==> src/rtl/smm_pkg.sv <==
// ----------------------------------------------------------------------------
// smm_pkg
// Shared constants, codes and types of the matrix multiply block.
// ----------------------------------------------------------------------------
`timescale 1ns / 1ps
`default_nettype none

package smm_pkg;

   localparam int DEF_MAX_DIM  = 32;
   localparam int DEF_ACC_BITS = 32;

   localparam int ELEM_W      = 16;
   localparam int PROD_W      = 32;
   localparam int CMD_W       = 2;
   localparam int CSR_INDEX_W = 2;
   localparam int SIZE_W      = 6;
   localparam int SHIFT_W     = 5;
   localparam int MODE_W      = 2;
   localparam int CSR_DATA_W  = 6;

   localparam int RESET_SIZE = 4;
   localparam logic [SHIFT_W-1:0] RESET_SHIFT = 5'd7;

   // input commands
   localparam logic [CMD_W-1:0] CMD_LOAD_A = 2'd0;
   localparam logic [CMD_W-1:0] CMD_LOAD_B = 2'd1;
   localparam logic [CMD_W-1:0] CMD_EMIT   = 2'd2;

   // register indexes
   localparam logic [CSR_INDEX_W-1:0] CSR_MATRIX_SIZE = 2'd0;
   localparam logic [CSR_INDEX_W-1:0] CSR_ROUND_SHIFT = 2'd1;
   localparam logic [CSR_INDEX_W-1:0] CSR_TRANSPOSE   = 2'd2;

   // transpose modes
   localparam logic [MODE_W-1:0] MODE_PLAIN = 2'd0;
   localparam logic [MODE_W-1:0] MODE_B_T   = 2'd1;
   localparam logic [MODE_W-1:0] MODE_A_T   = 2'd2;

   typedef enum logic [2:0] {
      ST_IDLE,
      ST_RUN,
      ST_DRAIN,
      ST_ROUND,
      ST_DONE
   } seq_state_type;

   typedef struct packed {
      logic clear;
      logic acc_en;
      logic round_en;
   } mac_ctl_type;

   typedef struct packed {
      logic we_a;
      logic we_b;
   } store_wr_type;

endpackage

`default_nettype wire

==> src/rtl/smm_mac.sv <==
// ----------------------------------------------------------------------------
// smm_mac
// Shared multiply-accumulate unit with rounding add and arithmetic shift.
// ----------------------------------------------------------------------------
`timescale 1ns / 1ps
`default_nettype none

module smm_mac
   import smm_pkg::*;
#(
   parameter int ACC_BITS = DEF_ACC_BITS
) (
   input  wire logic                     clock,
   input  wire mac_ctl_type              ctl,
   input  wire logic signed [ELEM_W-1:0] op_a,
   input  wire logic signed [ELEM_W-1:0] op_b,
   input  wire logic [SHIFT_W-1:0]       shift,
   output logic signed [ELEM_W-1:0]      result
);

   logic signed [PROD_W-1:0]   prod_ff;
   logic signed [ACC_BITS-1:0] acc_ff;
   logic signed [ACC_BITS-1:0] acc_in;
   logic signed [ACC_BITS-1:0] half;
   logic signed [ACC_BITS-1:0] shifted;

   // half an output step, none for a zero shift
   always_comb begin
      if (shift == '0) begin
         half = '0;
      end else begin
         half = ACC_BITS'(1) << (shift - SHIFT_W'(1));
      end
   end

   always_comb begin
      acc_in = acc_ff;
      if (ctl.clear) begin
         acc_in = '0;
      end else if (ctl.acc_en) begin
         acc_in = acc_ff + ACC_BITS'(prod_ff);
      end else if (ctl.round_en) begin
         acc_in = acc_ff + half;
      end
   end

   always_ff @(posedge clock) begin
      prod_ff <= PROD_W'(op_a * op_b);
      acc_ff  <= acc_in;
   end

   assign shifted = acc_ff >>> shift;
   assign result  = shifted[ELEM_W-1:0];

endmodule

`default_nettype wire

==> config.mk <==
export PLATFORM = sky130hd
export DESIGN_NAME = smm_mac
export DESIGN_NICKNAME = d
export VERILOG_FILES = /design/src/rtl/smm_pkg.sv /design/src/rtl/smm_mac.sv
export SDC_FILE = /design/constraint.sdc
export NUM_CORES = 1
export LEC_CHECK = 0
export BUFFER_PORTS_ARGS = -buffer_cell sky130_fd_sc_hd__buf_4
export CAP_MARGIN = 20
export CELL_PAD_IN_SITES_DETAIL_PLACEMENT = 1
export CELL_PAD_IN_SITES_GLOBAL_PLACEMENT = 1
export CORE_UTILIZATION = 31
export CTS_BUF_LIST = sky130_fd_sc_hd__clkbuf_4 sky130_fd_sc_hd__clkbuf_8
export DETAILED_ROUTE_END_ITERATION = 8
export PLACE_DENSITY = 0.64
export REMOVE_ABC_BUFFERS = 1
export SLEW_MARGIN = 20
export SYNTH_ARGS = -nofsm -noshare
export SYNTH_HDL_FRONTEND = slang
export SYNTH_SLANG_ARGS = --single-unit
==> constraint.sdc <==
create_clock -name clock -period 5.89 [get_ports clock]
set_input_delay 0.589 -clock clock [delete_from_list [all_inputs] [get_ports clock]]
set_output_delay 0.589 -clock clock [all_outputs]
set_load 0.02 [all_outputs]
==> Word level (Yosys, flattened, before mapping) <==
Cells that the tools add are included.
{ "totals": {"reg_bits": 64, "inputBits": 41, "output_inout_bits": 16, "elab_cells": 13} }
{ "classes": {"addsub": 3, "n_mul": 1, "n_shift": 2, "mux": 3, "n_reduce_logical": 2} }
{ "ops": {"columns": ["op", "count"], "rows": [
  ["$mux 32", 3],
  ["$add 32x32->32", 2],
  ["$mul 16x16->32", 1],
  ["$shl 1x5->32 const A", 1],
  ["$sshr 32x5->16", 1],
  ["$logic_not 5->1", 1],
  ["$sub 5x1->5 const B", 1],
  ["$reduce_bool 2->1", 1]
]} }

==> Longest topological paths before layout <==
{ "logic_depth": {"word_depth": 6, "ltp_mapped": 25, "ltp_nobuf": 23} }

==> Worst setup path before layout <==
No wires, ideal clock.
{ "synth_timing": {"path_kind": "input-to-reg", "from": "input op_b[1]", "to": "register prod_ff[31]", "setup_time_ps": 121, "t_arrival_ps": 5975, "required_time_ps": 5769, "setup_slack_ps": -205, "stages": 20, "path_buffers": 1, "cell_sequence": "clkbuf_1 > nand2_1 > inv_1 > fa_1 > fa_1 > fa_1 > fa_1 > fa_1 > inv_1 > fa_1 > inv_1 > ha_1 > and4_1 > and4_1 > nand2_1 > nor3_1 > o221ai_1 > o2111ai_1 > a21oi_1 > xnor2_1"} }
{ "synth_via": {"elab_chain_len": 1} }
{ "synth_lines": {"columns": ["item", "line_no", "rtl"], "rows": [
  ["start, declared", "smm_mac.sv:16", "input wire logic signed [ELEM_W-1:0] op_b,"],
  ["$mul 16x16->32", "smm_mac.sv:48", "prod_ff <= PROD_W'(op_a * op_b);"],
  ["end signal, assigned", "smm_mac.sv:48", null],
  ["end, declared", "smm_mac.sv:21", "logic signed [PROD_W-1:0] prod_ff;"]
]} }
Every way passes these cells.
A chain may end at the register's enable or synchronous reset.

==> Worst setup path in the final report <==
{ "layout_timing": {"from": "input op_b[4]", "to": "register prod_ff[22]"} }
The elaborated chain is that of the path after synthesis.

==> out/qor.csv <==
metric,value,unit
synth_seq_area_share,0.08531,
data_arrival_critical_path,5.98,ns
cell_family_with_most_cp_delay,adder cells,
critical_path.max_fanout,9,
worst_setup_hold_path_clk_slew,0.08,ns
timing.setup.critical_path_class,in -> reg,
drc,0,
r2r_slack,2.62,ns
n_fill_cell,5653,
slew_viol_final,0,
run_status,finished clean,
grt_antenna_before_repair,0,
number_of_different_library_cells_in_the_post_synthesis_netlist,66,
die-area,49330,µm²
netlist_instances,1755,
timing_worst_slew_pin_value,0.7477,ns
final_cell_mix,"inv_1 (318), fa_1 (260), nand2_1 (217), buf_4 (179), and2_1 (129)",
multi_input_comb_area,12400,µm²
largest_net_degree_at_the_start_of_global_routing,46,
worst_r2r_endpoint,acc_ff[30],
timing.critical_path.cells,buf_4 -> and2_1 -> fa_1 -> inv_1 -> fa_1 -> fa_1 -> inv_1 -> fa_1 -> fa_1 -> inv_1 -> fa_1 -> inv_1 -> ha_1 -> buf_4 -> nand2_1 -> o21ai_1 -> o31a_1 -> or2_4 -> a21oi_2 -> o211ai_2 -> a31oi_2 -> xnor2_1,
postSynth.topFlopCell,dfxtp_1,
syn2layout_area_growth,15.45,%
die_height,222.1,µm
drt_first_pass_iters,5,
dp_cells,2476,
reg2reg_depth,11,
cts.sink_count,64,
max_slew_margin,0.4977,
critPathSlowestCell,fa_1,
core_region_area,47750,µm²
drive_above_1_share,0.1459,
final_antenna_net_count,0,
rsz0062_at_grt,true,
post_synth_instance_area,15020,µm²
worst_setup_path_start_kind,primary input,
fin_nets,2290,
postSynthAreaPerCell,8.557,µm²
antennaDiodeCount,0,
holdPathStages,2,
cts-root-buf,clkbuf_8,
max_freq,175.2,MHz
final_hold_viol_count,0,
buffer_ports.inserted,56,
hold_path_startpoint,acc_ff[6],
critical_path_buf_inv_count,6,
regToRegStartpoint,prod_ff[0],
area_occupied_by_registers,1281,µm²
detailed_place_hpwl,36730,µm
critical_path.max_stage_delay,0.54,ns
synth-edff-count,0,
wire_length_of_the_first_global_routing_pass,71330,µm
gr-usage-all-layers,0.1783,
ys_seq_elements,64,
clock-skew-final,0.01130,ns
die_width,222.1,µm
timing.final.crit_period,5.707,ns
via_count_of_the_first_global_routing_pass,13690,
postCtsHoldBufs,0,
num_vias,12250,
hold-worst-slack,0.5143,ns
hold_crit_endpoint,acc_ff[6],
hold_class,reg -> reg,
portion_of_the_clock_cycle_consumed_by_the_worst_path_in_the_final_layout,0.9688,
max_cap_viol_count,0,
synth-warning-count,0,
setup_viol_count_final,0,
start_util,0.3145,
globalplace.congestion,0.8714,
pin_count,57,
crit_path_end_kind,register,
required,6.17,ns
number_of_buffers_added_by_the_clock_tree_synthesis_step,9,
via_density,4.912,
wl_per_cell,17.09,µm
cts.htree.levels,3,
clock_insertion_delay_at_the_later_pin_of_the_skew_report,0.36,ns
postRouteWirelength,42610,µm
placement_rows,80,
cp_common_cell,fa_1,
grt_overflow,0,
cts_max_path_buffers,2,
drt_first_iter_violations,480,
final_cell_count_no_fill,2493,
tritoncts_clock_tree,done,
synth-async-reset-ratio,0,
mostFrequentLayoutCell,inv_1,
worst max-delay path by stage:
stage	from	endpoint	slack [ns]	cells past startpoint
floorplan	op_a[15]	prod_ff[31]	0.04	20
global placement	op_a[15]	prod_ff[31]	-0.48	21
detailed placement	op_b[4]	prod_ff[31]	-0.64	24
CTS	op_b[4]	prod_ff[31]	-0.02	24
global route	op_a[10]	prod_ff[21]	0.002	21
finish	op_b[4]	prod_ff[22]	0.18	22
registers in the layout, indices dropped and copies added, names as in the netlist:
name	cells
prod_ff	32
acc_ff	32
metal layers:
layer,part of all wire,track usage,vias up
li1,-,-,5829
met1,0.47,0.2349,6211
met2,0.49,0.3185,161
met3,0.021,0.01285,44
met4,0.018,0.03674,0
met5,0,0,-
stage by stage:
step | setup TNS (ns) | utilization | area (µm²) | worst slack, ns
3_5_place_dp | -3.851 | 0.3535 | 16880 | -0.6370
5_1_grt | 0 | 0.3631 | 17340 | 0.002342
3_3_place_gp | -3.313 | 0.3535 | 16880 | -0.4825
2_1_floorplan | 0 | - | 14690 | 0.03613
6_report | 0 | 0.3631 | 17340 | 0.1835
4_1_cts | -0.01603 | 0.3586 | 17120 | -0.01603
timing repair:
item,4_1_cts,5_1_grt
pin swaps,1,24
gates resized for setup,3,49
endpoints found under the setup margin,4,11
setup buffers,0,1
kinds of logic after synthesis:
logic type      share of synthesized area
buf+inv                            0.1024
compound gates                     0.1166
mux                               0.05107
xor+xnor                          0.03033
simple gates                       0.1695
flops                             0.08531
fa+ha+maj                          0.4447
cell usage after synthesis (all sizes together), types with 13 or more instances:
cell type / instances / area (µm²)
nand3: 32 / 160.2
xor2: 13 / 113.9
mux4: 14 / 315.3
nand2b: 13 / 81.33
o21ai: 72 / 360.3
nor2: 67 / 251.5
dfxtp: 64 / 1281
buf: 13 / 80.07
clkbuf: 67 / 252.7
fa: 263 / 5265
mux2i: 35 / 350.3
a21o: 15 / 112.6
nand2: 221 / 829.6
inv: 321 / 1205
and2: 130 / 813.3
a211oi: 20 / 150.1
ha: 113 / 1414
a21oi: 89 / 452.9
xnor2: 39 / 341.6
worst register-to-register path, delay by kind of cell, from the launching register on:
| kind | cells | cell delay (ns) |
|---|---|---|
| XOR/XNOR | 1 | 0.11 |
| adder cells (fa/ha/maj) | 2 | 0.69 |
| AO/OA/AOI/OAI | 8 | 2.10 |
| flip-flops | 1 | 0.30 |
layout make-up:
type	count	share of cell area
Sequential cell	64	0.07390
Timing Repair Buffer	187	0.08371
Multi-Input combinational cell	1290	0.7154
Clock inverter	7	0.005918
Clock buffer	9	0.007144
Inverter	321	0.06950
Tap cell	615	0.04438
Power is left out: the tool's default activity adds up to more than one toggle a clock period on the data nets, which glitch-free logic cannot reach.
