## src/rtl/smm_pkg.sv

```systemverilog
// ----------------------------------------------------------------------------
// smm_pkg
// Shared constants, codes and types of the matrix multiply block.
// ----------------------------------------------------------------------------
`timescale 1ns / 1ps
`default_nettype none

package smm_pkg;

   localparam int DEF_MAX_DIM  = 32;
   localparam int DEF_ACC_BITS = 32;

   localparam int ELEM_W      = 16;
   localparam int PROD_W      = 32;
   localparam int CMD_W       = 2;
   localparam int CSR_INDEX_W = 2;
   localparam int SIZE_W      = 6;
   localparam int SHIFT_W     = 5;
   localparam int MODE_W      = 2;
   localparam int CSR_DATA_W  = 6;

   localparam int RESET_SIZE = 4;
   localparam logic [SHIFT_W-1:0] RESET_SHIFT = 5'd7;

   // input commands
   localparam logic [CMD_W-1:0] CMD_LOAD_A = 2'd0;
   localparam logic [CMD_W-1:0] CMD_LOAD_B = 2'd1;
   localparam logic [CMD_W-1:0] CMD_EMIT   = 2'd2;

   // register indexes
   localparam logic [CSR_INDEX_W-1:0] CSR_MATRIX_SIZE = 2'd0;
   localparam logic [CSR_INDEX_W-1:0] CSR_ROUND_SHIFT = 2'd1;
   localparam logic [CSR_INDEX_W-1:0] CSR_TRANSPOSE   = 2'd2;

   // transpose modes
   localparam logic [MODE_W-1:0] MODE_PLAIN = 2'd0;
   localparam logic [MODE_W-1:0] MODE_B_T   = 2'd1;
   localparam logic [MODE_W-1:0] MODE_A_T   = 2'd2;

   typedef enum logic [2:0] {
      ST_IDLE,
      ST_RUN,
      ST_DRAIN,
      ST_ROUND,
      ST_DONE
   } seq_state_type;

   typedef struct packed {
      logic clear;
      logic acc_en;
      logic round_en;
   } mac_ctl_type;

   typedef struct packed {
      logic we_a;
      logic we_b;
   } store_wr_type;

endpackage

`default_nettype wire

```

## src/rtl/smm_seq.sv

```systemverilog
// ----------------------------------------------------------------------------
// smm_seq
// Sequencer: load pointers, output position, operand address walk and MAC control.
// ----------------------------------------------------------------------------
`timescale 1ns / 1ps
`default_nettype none

module smm_seq
   import smm_pkg::*;
#(
   parameter int IDX_W  = $clog2(DEF_MAX_DIM),
   parameter int ADDR_W = $clog2(DEF_MAX_DIM * DEF_MAX_DIM)
) (
   input  wire logic               clock,
   input  wire logic               reset,
   input  wire logic               req_valid,
   input  wire logic [CMD_W-1:0]   req_cmd,
   output logic                    req_stall,
   input  wire logic               size_wr,
   input  wire logic [MODE_W-1:0]  mode,
   input  wire logic [IDX_W-1:0]   dim_last,
   input  wire logic [ADDR_W-1:0]  dim_step,
   input  wire logic [ADDR_W-1:0]  idx_last,
   input  wire logic               rsp_busy,
   output store_wr_type            store_wr,
   output logic [ADDR_W-1:0]       wr_addr,
   output logic [ADDR_W-1:0]       rd_addr_a,
   output logic [ADDR_W-1:0]       rd_addr_b,
   output mac_ctl_type             mac_ctl,
   output logic                    out_load,
   output logic                    out_last
);

   seq_state_type state_ff, state_in;

   logic [ADDR_W-1:0] ld_a_ptr_ff, ld_a_ptr_in;
   logic [ADDR_W-1:0] ld_b_ptr_ff, ld_b_ptr_in;
   logic [IDX_W-1:0]  row_ff, row_in;
   logic [IDX_W-1:0]  col_ff, col_in;
   logic [ADDR_W-1:0] row_base_ff, row_base_in;
   logic [ADDR_W-1:0] col_base_ff, col_base_in;
   logic [IDX_W-1:0]  k_ff, k_in;
   logic [ADDR_W-1:0] addr_a_ff, addr_a_in;
   logic [ADDR_W-1:0] addr_b_ff, addr_b_in;
   logic              last_ff, last_in;
   logic              rd_vld_ff, rd_vld_in;
   logic              mul_vld_ff;

   logic              a_trans;
   logic              b_trans;
   logic              accept;
   logic [ADDR_W-1:0] step_a;
   logic [ADDR_W-1:0] step_b;

   assign a_trans = (mode == MODE_A_T);
   assign b_trans = (mode == MODE_B_T);
   assign step_a  = a_trans ? dim_step : ADDR_W'(1);
   assign step_b  = b_trans ? ADDR_W'(1) : dim_step;

   assign req_stall = (state_ff != ST_IDLE);
   assign accept    = req_valid && (state_ff == ST_IDLE);
   assign wr_addr   = (req_cmd == CMD_LOAD_B) ? ld_b_ptr_ff : ld_a_ptr_ff;
   assign rd_addr_a = addr_a_ff;
   assign rd_addr_b = addr_b_ff;
   assign out_last  = last_ff;

   always_ff @(posedge clock) begin
      if (reset) begin
         state_ff    <= ST_IDLE;
         ld_a_ptr_ff <= '0;
         ld_b_ptr_ff <= '0;
         row_ff      <= '0;
         col_ff      <= '0;
         row_base_ff <= '0;
         col_base_ff <= '0;
         rd_vld_ff   <= 1'b0;
         mul_vld_ff  <= 1'b0;
      end else begin
         state_ff    <= state_in;
         ld_a_ptr_ff <= ld_a_ptr_in;
         ld_b_ptr_ff <= ld_b_ptr_in;
         row_ff      <= row_in;
         col_ff      <= col_in;
         row_base_ff <= row_base_in;
         col_base_ff <= col_base_in;
         rd_vld_ff   <= rd_vld_in;
         mul_vld_ff  <= rd_vld_ff;
      end
   end

   always_ff @(posedge clock) begin
      k_ff      <= k_in;
      addr_a_ff <= addr_a_in;
      addr_b_ff <= addr_b_in;
      last_ff   <= last_in;
   end

   always_comb begin
      state_in    = state_ff;
      ld_a_ptr_in = ld_a_ptr_ff;
      ld_b_ptr_in = ld_b_ptr_ff;
      row_in      = row_ff;
      col_in      = col_ff;
      row_base_in = row_base_ff;
      col_base_in = col_base_ff;
      k_in        = k_ff;
      addr_a_in   = addr_a_ff;
      addr_b_in   = addr_b_ff;
      last_in     = last_ff;
      rd_vld_in   = 1'b0;
      store_wr    = '0;
      mac_ctl     = '0;
      mac_ctl.acc_en = mul_vld_ff;
      out_load    = 1'b0;

      unique case (state_ff)
         ST_IDLE: begin
            if (accept) begin
               unique case (req_cmd)
                  CMD_LOAD_A: begin
                     store_wr.we_a = 1'b1;
                     ld_a_ptr_in = (ld_a_ptr_ff == idx_last) ? '0 : ld_a_ptr_ff + ADDR_W'(1);
                  end
                  CMD_LOAD_B: begin
                     store_wr.we_b = 1'b1;
                     ld_b_ptr_in = (ld_b_ptr_ff == idx_last) ? '0 : ld_b_ptr_ff + ADDR_W'(1);
                  end
                  CMD_EMIT: begin
                     mac_ctl.clear = 1'b1;
                     k_in      = '0;
                     addr_a_in = a_trans ? ADDR_W'(row_ff) : row_base_ff;
                     addr_b_in = b_trans ? col_base_ff : ADDR_W'(col_ff);
                     last_in   = (row_ff == dim_last) && (col_ff == dim_last);
                     // step the output position in row-major order
                     if (col_ff == dim_last) begin
                        col_in      = '0;
                        col_base_in = '0;
                        if (row_ff == dim_last) begin
                           row_in      = '0;
                           row_base_in = '0;
                        end else begin
                           row_in      = row_ff + IDX_W'(1);
                           row_base_in = row_base_ff + dim_step;
                        end
                     end else begin
                        col_in      = col_ff + IDX_W'(1);
                        col_base_in = col_base_ff + dim_step;
                     end
                     state_in = ST_RUN;
                  end
                  default: begin
                  end
               endcase
            end
         end
         ST_RUN: begin
            rd_vld_in = 1'b1;
            addr_a_in = addr_a_ff + step_a;
            addr_b_in = addr_b_ff + step_b;
            k_in      = k_ff + IDX_W'(1);
            if (k_ff == dim_last) begin
               state_in = ST_DRAIN;
            end
         end
         ST_DRAIN: begin
            if (!rd_vld_ff && !mul_vld_ff) begin
               state_in = ST_ROUND;
            end
         end
         ST_ROUND: begin
            mac_ctl.round_en = 1'b1;
            state_in = ST_DONE;
         end
         ST_DONE: begin
            if (!rsp_busy) begin
               out_load = 1'b1;
               state_in = ST_IDLE;
            end
         end
         default: begin
            state_in = ST_IDLE;
         end
      endcase

      // a new size restarts both load pointers and the output position
      if (size_wr) begin
         ld_a_ptr_in = '0;
         ld_b_ptr_in = '0;
         row_in      = '0;
         col_in      = '0;
         row_base_in = '0;
         col_base_in = '0;
      end
   end

endmodule

`default_nettype wire

```

## config.mk

```make
export PLATFORM = sky130hd
export DESIGN_NAME = smm_seq
export DESIGN_NICKNAME = d
export VERILOG_FILES = /design/src/rtl/smm_pkg.sv /design/src/rtl/smm_seq.sv
export SDC_FILE = /design/constraint.sdc
export NUM_CORES = 1
export LEC_CHECK = 0
export ABC_AREA = 1
export BUFFER_PORTS_ARGS = -buffer_cell sky130_fd_sc_hd__clkbuf_2
export CAP_MARGIN = 10
export CORE_ASPECT_RATIO = 1.5
export CORE_MARGIN = 1
export CORE_UTILIZATION = 55
export DETAILED_ROUTE_END_ITERATION = 8
export PLACE_DENSITY_LB_ADDON = 0.08
export SKIP_CTS_REPAIR_TIMING = 1
export SLEW_MARGIN = 5
export SYNTH_ARGS = -nofsm -noshare
export SYNTH_HDL_FRONTEND = slang
export SYNTH_SLANG_ARGS = --single-unit
```

## constraint.sdc

```tcl
create_clock -name clock -period 3.4 [get_ports clock]
set_input_delay 0.51 -clock clock [delete_from_list [all_inputs] [get_ports clock]]
set_output_delay 0.51 -clock clock [all_outputs]
set_load 0.01 [all_outputs]
```

== After elaboration in Yosys (flattened, before gate mapping) ==
Cells that the tools add are included.

* Output and inout bits: 38
* Logic and storage cells: 93
* Register bits: 81
* Bits of input ports: 34

* Muxes and demuxes: 37
* Reduce and logical (&&, ||, !) cells: 16
* Equality and inequality tests: 18
* $add $sub $neg: 9

{| class="wikitable"
|+ Operator list
! cell !! number
|-
| $mux W10 || 13
|-
| $add A10 B10 Y10 || 4
|-
| $pmux W10 S2 || 2
|-
| $add A10 B1 Y10 const B || 2
|-
| $eq A10 B10 Y1 || 2
|-
| $mux W5 || 4
|-
| $add A5 B1 Y5 const B || 3
|-
| $eq A5 B5 Y1 || 3
|-
| $mux W3 || 5
|-
| $pmux W3 S5 || 1
|-
| $reduce_and A3 Y1 || 4
|-
| $pmux W5 S2 || 1
|-
| $mux W1 || 9
|-
| $ne A2 B2 Y1 const B || 4
|-
| $eq A3 B2 Y1 const B || 2
|-
| $reduce_and A5 Y1 || 1
|-
| $eq A2 B1 Y1 const B || 2
|-
| $eq A2 B2 Y1 const B || 2
|-
| $mux W2 || 2
|-
| $reduce_and A4 Y1 || 1
|-
| $eq A3 B1 Y1 const B || 1
|-
| $eq A3 B3 Y1 const B || 1
|-
| $logic_and A1 B1 Y1 || 3
|-
| $logic_not A3 Y1 || 1
|-
| other kinds (6) || 7
|}

== Depth between registers and ports, before layout ==
Gate-level depths: netlist of run 1.

* Depth in word-level cells: 5
* Gate-level depth with buffers: 16
* Mapped depth without buffers: 15

== Worst setup path before layout of run 1 ==
Ideal clock, no wire load.

* Path kind: input port to flip-flop
* Start: input mode[1]
* End: register addr_a_ff[5], in the netlist rd_addr_a[5], data pin
* Stages: 11
* Arrival time: 2.287 ns
* Library setup time: 0.269 ns
* Setup slack: 0.845 ns
* Path buffers: 1
* Data required time: 3.131 ns
* Path through: inv_1 nor2_1 clkinv_1 buf_2 nor2_1 ha_1 nand3_1 nand3_1 a21oi_1 xor2_1 o21ai_0

* Cells in the longest elaborated chain, start to end: 5
* Elaborated cells between the ends (all ways): 7
* Those cells by class: add/sub: 1; eq/ne: 1; mux: 5

{| class="wikitable"
|+ RTL lines
! what !! line !! source
|-
| from (decl) || smm_seq.sv:20 || <nowiki>input wire logic [MODE_W-1:0] mode,</nowiki>
|-
| $eq A2 B2 Y1 * || smm_seq.sv:55 || <nowiki>assign a_trans = (mode == MODE_A_T);</nowiki>
|-
| parallel branches: the longest is 3 deep, another holds $add A10 B10 Y10 || n/a ||
|-
| $pmux W10 S2 * || smm_seq.sv:116 || <nowiki>unique case (state_ff)</nowiki>
|-
| named net addr_a_in[5] || smm_seq.sv:43 || <nowiki>logic [ADDR_W-1:0] addr_a_ff, addr_a_in;</nowiki>
|-
| to (signal assigned) || smm_seq.sv:93 || <nowiki>addr_a_ff <= addr_a_in;</nowiki>
|-
| to (decl) || smm_seq.sv:43 ||
|}

Mark *: on every way through the listed nets, which the timed path passes. The select of a mux whose other input is x is not followed.
A chain may end at the register's enable or synchronous reset.

== Worst setup path in the final report of run 1 ==
Same ends and word-level chain as after synthesis.

==> impl_metrics.json, run 1 <==
{
  "outcome": "completed",
  "drc_errors": 0,
  "drive_above_1_share_pct": 12.6,
  "nets": 1074,
  "final_core_util_pct": 63.8,
  "clock_path_buffers": 2,
  "ant_nets": 0,
  "max_cap_viol_count": 0,
  "vias": 6048,
  "hold_end": "mul_vld_ff",
  "cts.htree.levels": 3,
  "max_stage_delay_ns": 0.47,
  "synth_common_cells": "260 x nand2_1, 117 x inv_1, 113 x nor2_1",
  "worst_path_max_delay_cell": "clkinv_1",
  "synth_most_common_cell": "nand2_1",
  "grt_max_degree": 36,
  "post-dp-hpwl_um": 12900,
  "p_leak_nw": 3.33,
  "synth_top_cell_by_area": "dfxtp_1",
  "grt.total_usage_pct": 29.1,
  "layout_min_cycle_time_ns": 2.52,
  "hold_path.startpoint": "reset",
  "synthArstFlopShare_pct": 0,
  "finalWeightedCongestion": 0.928,
  "reg2reg_depth": 12,
  "fmax_mhz": 396,
  "syn-cell-area_um2": 6260,
  "fin_crit_sh_pct": 74.2,
  "fin_skew_ns": 0.00460,
  "first_pass_iters": 5,
  "initial_utilization_pct": 56.6,
  "synth_cell_types": 39,
  "rows": 47,
  "cts_buffers": 9,
  "placed_cells": 1131,
  "ys.warnings.count": 0,
  "maxSlewViolCount": 0,
  "tightest_slew_ns": 0.728,
  "synthCells": 919,
  "finalHoldViolations": 0,
  "ys_seq_area_share_pct": 30.1,
  "r2r_end": "rd_addr_a[6]",
  "synth-main-ff-cell": "dfxtp_1",
  "multi_input_area_um2": 3840,
  "grt_overflow_total": 0,
  "power.density_nw_per_um2": 341,
  "hold_path.class": "primary input to flip-flop",
  "endpoint_kind": "flip-flop",
  "ys_seq_elements": 81,
  "cts_tree": "yes",
  "post_drt_wl_per_cell_um": 14.1,
  "relSlewSlack_pct": 51.4,
  "area.sequential_um2": 1880,
  "clock-sinks": 81,
  "area_growth_pct": 12.7,
  "final_cells": 1147,
  "peakVddDrop_v": 0.000273,
  "fill_cells": 1100,
  "synth_area_leaders": "dfxtp_1 18%, nand2_1 16%, edfxtp_1 12%",
  "finalSetupTns_ns": 0,
  "antenna_cells": 0,
  "cts.clk_slew.worst_paths_ns": 0.06,
  "hold_depth": 2,
  "die-width_um": 89.1,
  "synth_top_area_share_pct": 17.6,
  "rsz0062_at_grt": "no",
  "finalSetupViolations": 0,
  "synth_edf_count": 26,
  "die_area_um2": 11800,
  "syn_avg_cell_area_um2": 6.81,
  "vias_per_cell": 5.27,
  "root_buffer": "clkbuf_16",
  "grt_pass1_wl_um": 26500,
  "crit_path_cell_trace": "clkbuf_2 > inv_1 > nor2_1 > clkinv_1 > nor2_1 > ha_1 > nand3_1 > nand3_1 > a21oi_1 > xor2_1 > o21ai_0",
  "core_area_um2": 11100,
  "required_ns": 3.46,
  "worstPathArrival_ns": 2.58,
  "insertion_delay_ns": 0.34,
  "rrSetupSlack_ns": 1.37,
  "die_h_um": 133,
  "grt_pass1_vias": 5683,
  "portBuffers": 71,
  "crit_path_start_kind": "primary input",
  "finalWirelength_um": 16200,
  "cp_max_fo": 18,
  "rr_startpoint": "rd_addr_a[0]",
  "io_pins": 72,
  "first_iter_violations": 317,
  "worst-setup-path-type": "primary input to flip-flop",
  "antenna_found_initial": 0,
  "synth.net_count": 998
}
## metal layers
layer	track usage [%]	vias to the layer above	routed length, µm
met4	13.6	0	688
met3	3.87	42	639
met2	53.1	150	8470
met5	0	-	0
met1	32.3	2736	6430
li1	-	3120	-
## per-stage QoR
| stage | setup WS [ns] | cell area [µm²] | hold WS, ns | power [mW] |
|---|---|---|---|---|
| after floorplan | 0.845 | 6260 | 0.400 | 1.39 |
| after global placement | 0.572 | 6790 | 0.413 | 1.53 |
| after global routing | 0.634 | 7060 | 0.441 | 2.52 |
| final | 0.877 | 7060 | 0.417 | 2.40 |
| after detailed placement | 0.554 | 6790 | 0.416 | 1.53 |
| after CTS | 0.897 | 7060 | 0.409 | 2.42 |
## where the power goes
group	switching [mW]	leakage (nW)	internal [mW]	total, mW
logic	0.300	2.51	0.160	0.460
clock network	0.377	0.134	0.509	0.886
registers	0.0221	0.693	1.03	1.06
## worst max path at each step
stage	end	start	slack, ns	cells after the start
after global routing	rd_addr_a[6]	mode[1]	0.63	16
after floorplan	rd_addr_a[5]	mode[1]	0.84	11
after CTS	rd_addr_a[5]	mode[1]	0.90	11
final	rd_addr_a[5]	mode[1]	0.88	11
after detailed placement	rd_addr_a[5]	mode[1]	0.55	11
after global placement	rd_addr_a[5]	mode[1]	0.57	11
## final cells by class
type | instances | share of cell area (%)
multi-input combinational | 698 | 54.4
sequential | 81 | 26.7
inverter | 126 | 6.70
timing repair buffer | 79 | 5.89
clock buffer | 12 | 3.49
tap | 147 | 2.61
clock inverter | 4 | 0.266
## registers in the layout, indices dropped and copies added (netlist names)
| signal | count |
|---|---|
| col_base_ff | 10 |
| col_ff | 5 |
| k_ff | 5 |
| ld_a_ptr_ff | 10 |
| ld_b_ptr_ff | 10 |
| mul_vld_ff | 1 |
| out_last | 1 |
| rd_addr_a | 10 |
| rd_addr_b | 10 |
| rd_vld_ff | 1 |
| row_base_ff | 10 |
| row_ff | 5 |
| state_ff | 3 |
## layout by cell type (no fill, tap or decap), types with 30 or more instances in the layout
cell | Yosys | layout
dfxtp_1 | 55 | 55
nand2_1 | 260 | 260
xor2_1 | 30 | 30
a21oi_1 | 43 | 42
nand3_1 | 63 | 63
inv_1 | 117 | 117
clkbuf_2 | 0 | 71
nor2_1 | 113 | 113
ha_1 | 41 | 41
o21ai_0 | 48 | 48
## critical path, delay by kind of cell
| kind | cells | cell delay (ns) |
|---|---|---|
| compound gates | 2 | 0.29 |
| xor+xnor | 1 | 0.15 |
| fa+ha+maj | 1 | 0.30 |
| buf+inv | 3 | 0.58 |
| simple gates | 4 | 0.75 |
## cell families after synthesis
kind of cell,after synthesis,synth area share [%]
simple gates,488,35.1
flops,81,30.1
xor+xnor,44,6.16
fa+ha+maj,45,9.47
buf+inv,140,8.71
compound gates,121,10.5
No activity file was read; power rests on OpenSTA's default activity.
==> run 2, diff against run 1 <==
ABC_AREA = 0   (was 1)
clock period = 2.4 ns   (was 3.4 ns; I/O delays follow)
==> run 2 against run 1 <==
Clock-buffer cell count unchanged. Cell count fell by 21%. Routed wire length fell by 9.3%. Register-to-register slack got worse by 1.3 ns. Via count shrank 12%. Core utilization increased by 4.6 points. Clock power up 55%. Critical path depth fell by 3. Largest cell class unchanged.
==> impl_metrics.json, run 2 <==
{
  "synthMuxAreaShare_pct": 1.76,
  "synth_common_cells": "80 x nand2_1, 59 x nor2_1, 55 x dfxtp_1",
  "grt.total_usage_pct": 27.8,
  "outcome": "completed",
  "layout_min_cycle_time_ns": 2.29,
  "ant_nets": 0,
  "io_pins": 72,
  "die-width_um": 85.5,
  "fin_crit_sh_pct": 95.3,
  "drc_errors": 0,
  "first_iter_violations": 379,
  "core_area_um2": 10100,
  "initial_utilization_pct": 56.8,
  "syn_avg_cell_area_um2": 8.49,
  "finalInstanceArea_um2": 6940,
  "reg2reg_depth": 8,
  "grt_pass1_wl_um": 24000,
  "cts_tree": "yes",
  "power.density_nw_per_um2": 622,
  "fill_cells": 847,
  "crit_path_cell_trace": "ha_1 > fa_1 > a21o_1 > a21oi_1 > o21bai_1 > a31oi_1 > mux2i_1 > nand3_1",
  "finalSetupViolations": 0,
  "maxSlewViolCount": 0,
  "antenna_found_initial": 0,
  "synth-main-ff-cell": "dfxtp_1",
  "syn-cell-area_um2": 5760,
  "ys.warnings.count": 0,
  "clock_path_buffers": 2,
  "synth_compound_area_share_pct": 15.7,
  "grt_overflow_total": 0,
  "post_drt_wl_per_cell_um": 16.2,
  "rows": 45,
  "synth_top_area_share_pct": 19.1,
  "required_ns": 2.49,
  "layout_commonest_cell": "nand2_1",
  "finalWeightedCongestion": 0.901,
  "worst_path_max_delay_cell": "edfxtp_1",
  "synthCells": 678,
  "clock-sinks": 81,
  "max_cap_viol_count": 0,
  "fin_hold_ws_ns": 0.278,
  "synth.net_count": 757,
  "area_growth_pct": 20.5,
  "layout_common_cells": "80 x nand2_1, 71 x clkbuf_2, 57 x nor2_1, 55 x dfxtp_1, 50 x buf_4",
  "multi_input_area_um2": 3800,
  "ys_seq_area_share_pct": 32.7,
  "area.sequential_um2": 1880,
  "path_depth": 8,
  "endpoint_kind": "flip-flop",
  "synthArstFlopShare_pct": 0,
  "fin_skew_ns": 0.00610,
  "nets": 867,
  "synth_most_common_cell": "nand2_1",
  "synth_area_leaders": "dfxtp_1 19%, edfxtp_1 14%, ha_1 8.9%",
  "cp_top_family": "compound AO/OA/AOI/OAI gates",
  "grt_max_degree": 21,
  "synth_top_family_by_area": "simple AND/OR/NAND/NOR gates",
  "synth_edf_count": 26,
  "cts.clk_slew.worst_paths_ns": 0.06,
  "fmax_mhz": 437,
  "cts_buffers": 9,
  "pre_cts_slack_ns": -0.188,
  "root_buffer": "clkbuf_16",
  "grt_pass1_vias": 5193,
  "drive_above_1_share_pct": 20.2,
  "max_stage_delay_ns": 0.40,
  "p_leak_nw": 2.95,
  "first_pass_iters": 5,
  "finalWirelength_um": 14700,
  "peakVddDrop_v": 0.000525,
  "placed_area_um2": 6640,
  "cp_max_fo": 2,
  "relSlewSlack_pct": 46.5,
  "die_area_um2": 10900,
  "layout_setup_ws_ns": 0.113,
  "worst-path-buf-inv": 0,
  "hold_path.class": "primary input to flip-flop",
  "post-dp-hpwl_um": 11400,
  "hold_depth": 2,
  "worst-setup-path-type": "flip-flop to flip-flop",
  "tightest_slew_ns": 0.802,
  "antenna_cells": 0,
  "insertion_delay_ns": 0.34,
  "portBuffers": 71,
  "synth_cell_types": 60,
  "rsz0062_at_grt": "yes",
  "die_h_um": 127,
  "finalHoldViolations": 0,
  "worstPathArrival_ns": 2.38,
  "vias_per_cell": 5.86,
  "cts.htree.levels": 3,
  "synth_top_cell_by_area": "dfxtp_1",
  "ys_seq_elements": 81,
  "vias": 5329,
  "synth-xor-area-share_pct": 11.4,
  "synth_adder_area_share_pct": 10.3,
  "crit_path_start_kind": "flip-flop",
  "synth_simple_gate_area_share_pct": 25.2
}
run 2: changes by cell type after synthesis, moves of 9 or more:
cell,delta
a21o_1,+10
and2_1,+17
and3_1,+10
inv_1,-105
mux2i_1,+9
nand2_1,-180
nand2b_1,+9
nand3_1,-32
nor2_1,-54
nor2b_1,+10
o21ai_0,-10
xnor2_1,+27
run 2: kinds of logic after synthesis:
group	Yosys count
flip-flops	81
AND/OR/NAND/NOR	284
XOR/XNOR	75
AO/OA/AOI/OAI	145
multiplexers	10
adder cells (fa/ha/maj)	45
buffers and inverters	38
run 2: area by class of cell:
cell class,instances,area share [%]
Clock buffer,12,3.55
Clock inverter,4,0.613
Inverter,14,0.758
Multi-Input combinational cell,559,54.7
Sequential cell,81,27.1
Tap cell,117,2.11
Timing Repair Buffer,123,11.1
run 2: power breakdown:
part	internal [mW]	total [mW]	leakage, nW	switching (mW)
registers	1.57	1.67	0.693	0.105
logic	0.587	1.27	2.12	0.682
clock network	0.826	1.37	0.142	0.548
run 2: metrics by stage:
stage                     TNS (ns)  std cells  utilization (%)  power, mW
final                            0        910             68.4       4.32
after global routing       -0.0187        910             68.4       4.53
after CTS                        0        910             68.4       4.33
after detailed placement     -1.07        894             65.5       2.96
after global placement      -0.749        894             65.5       2.93
after floorplan                  0        678                -       2.48
run 2: path summary, 6_finish.rpt:
path / startpoint / endpoint / slack [ns]
max: rd_addr_b[0] / rd_addr_b[8] / 0.11
min: reset / state_ff[0] / 0.28
max reg2reg: rd_addr_b[0] / rd_addr_b[8] / 0.11
min reg2reg: rd_vld_ff / mul_vld_ff / 0.47
run 2: routing by layer:
layer	wire, µm	GRT usage (%)
met4	463	12.4
met3	645	4.26
met5	0	0
met2	7530	49.8
met1	6070	32.5
==> run 3, diff against run 2 <==
CORE_ASPECT_RATIO = 1.2   (was 1.5)
CORE_UTILIZATION = 45   (was 55)
==> run 3 against run 2 <==
Die area rose by 22%. Global-route usage fell by 3.8 points. Clock power fell by 7%. Largest power group unchanged. Flip-flop and latch count did not move. Total power fell by 1.5%. Clock skew rose by 0.0027 ns. Maximum frequency rose by 0.52%. Via count fell by 0.96%. Sequential share of layout area fell by 0.33 points. Worst hold slack barely moved. Combinational power barely moved.
==> impl_metrics.json, run 3 (synthesis results as in run 2) <==
{
  "outcome": "completed",
  "first_pass_iters": 4,
  "layout_common_cells": "80 x nand2_1, 71 x clkbuf_2, 61 x buf_4, 57 x nor2_1, 54 x dfxtp_1",
  "core_area_um2": 12300,
  "switching_power_mw": 1.36,
  "cts_buffers": 9,
  "nets": 876,
  "insertion_delay_ns": 0.34,
  "worstPathArrival_ns": 2.49,
  "peakVddDrop_v": 0.000427,
  "antenna_cells": 0,
  "cts_tree": "yes",
  "root_buffer": "clkbuf_16",
  "rsz0062_at_grt": "no",
  "layout_min_cycle_time_ns": 2.28,
  "placed_area_um2": 6740,
  "finalHoldViolations": 0,
  "post_drt_wl_per_cell_um": 15.8,
  "relSlewSlack_pct": 41.2,
  "io_pins": 72,
  "fmax_mhz": 439,
  "vias": 5278,
  "cts.clk_slew.worst_paths_ns": 0.07,
  "p_comb_share_pct": 30.6,
  "area_growth_pct": 22.0,
  "die_area_um2": 13300,
  "max_cap_viol_count": 0,
  "grt_overflow_total": 0,
  "finalInstanceArea_um2": 7030,
  "portBuffers": 71,
  "p_leak_nw": 2.98,
  "tightest_slew_ns": 0.882,
  "finalSetupViolations": 0,
  "power.density_nw_per_um2": 605,
  "antenna_found_initial": 0,
  "post-dp-hpwl_um": 11900,
  "vias_per_cell": 5.48,
  "first_iter_violations": 234,
  "fin_crit_sh_pct": 94.8,
  "hold_path.class": "primary input to flip-flop",
  "clkPwrFrac_pct": 30.2,
  "die-width_um": 105,
  "ant_nets": 0,
  "layout_commonest_cell": "nand2_1",
  "crit_path_start_kind": "flip-flop",
  "pwr-share-seq_pct": 39.2,
  "drive_above_1_share_pct": 21.8,
  "grt.total_usage_pct": 24.0,
  "drc_errors": 0,
  "initial_utilization_pct": 46.9,
  "grt_pass1_vias": 5226,
  "finalWirelength_um": 15200,
  "final_core_util_pct": 57.2,
  "rrSetupSlack_ns": 0.12,
  "cp_max_fo": 3,
  "fin_skew_ns": 0.00876,
  "clock_path_buffers": 2,
  "grt_max_degree": 26,
  "required_ns": 2.62,
  "die_h_um": 126,
  "rows": 44,
  "maxSlewViolCount": 0,
  "p_total_mw": 4.25,
  "grt_pass1_wl_um": 25200,
  "finalWeightedCongestion": 0.874,
  "finalSetupTns_ns": 0,
  "worst-setup-path-type": "flip-flop to flip-flop",
  "cts.htree.levels": 3,
  "endpoint_kind": "flip-flop",
  "switching_share_pct": 32.0,
  "clock-sinks": 81,
  "intPower_mw": 2.89
}
## run 3: final timing paths
kind,start,to,cells past startpoint
setup / recovery,col_base_ff[0],col_base_ff[8],9
hold / removal,reset,state_ff[0],2
setup reg to reg,col_base_ff[0],col_base_ff[8],9
hold reg to reg,rd_vld_ff,mul_vld_ff,1
## run 3: final cells by class
cell class	instances	area (µm²)
Fill cell	1130	5250
Multi-Input combinational cell	559	3800
Sequential cell	81	1880
Timing Repair Buffer	132	813
Clock buffer	11	243
Tap cell	161	201
Inverter	14	52.6
Clock inverter	5	31.3
## run 3: per-stage QoR
stage | worst slack [ns] | hold slack [ns] | instances
final | 0.124 | 0.278 | 963
after CTS | 0.0745 | 0.271 | 963
after global routing | 0.00620 | 0.290 | 963
after global placement | -0.131 | 0.454 | 947
after detailed placement | -0.212 | 0.462 | 947
after floorplan | 0.0108 | 0.432 | 678
## run 3: power groups by stage
stage	Combinational (mW)	Sequential (mW)	Clock, mW
finish	1.30	1.67	1.28
global route	1.44	1.68	1.36
CTS	1.30	1.67	1.31
detailed placement	1.29	1.70	0
global placement	1.27	1.69	0
floorplan	0.784	1.70	0
## run 3: worst max-delay path, stage by stage, from the launching register on
cell and delay (ns):
dfxtp_2 0.35, ha_2 0.19, inv_1 0.05, fa_1 0.39, nor2b_1 0.12, o21ai_0 0.12
a21oi_1 0.22, nor3_1 0.11, o21ai_0 0.15, or3b_2 0.46
## run 3: metal layers
metal	GRT usage [%]	routed length, µm	part of all wire [%]	up-vias
li1	-	-	-	2662
met1	30.2	6700	44	2464
met2	41.2	7370	48	135
met3	3.26	803	5.3	17
met4	10.0	351	2.3	0
met5	0	0	0	-
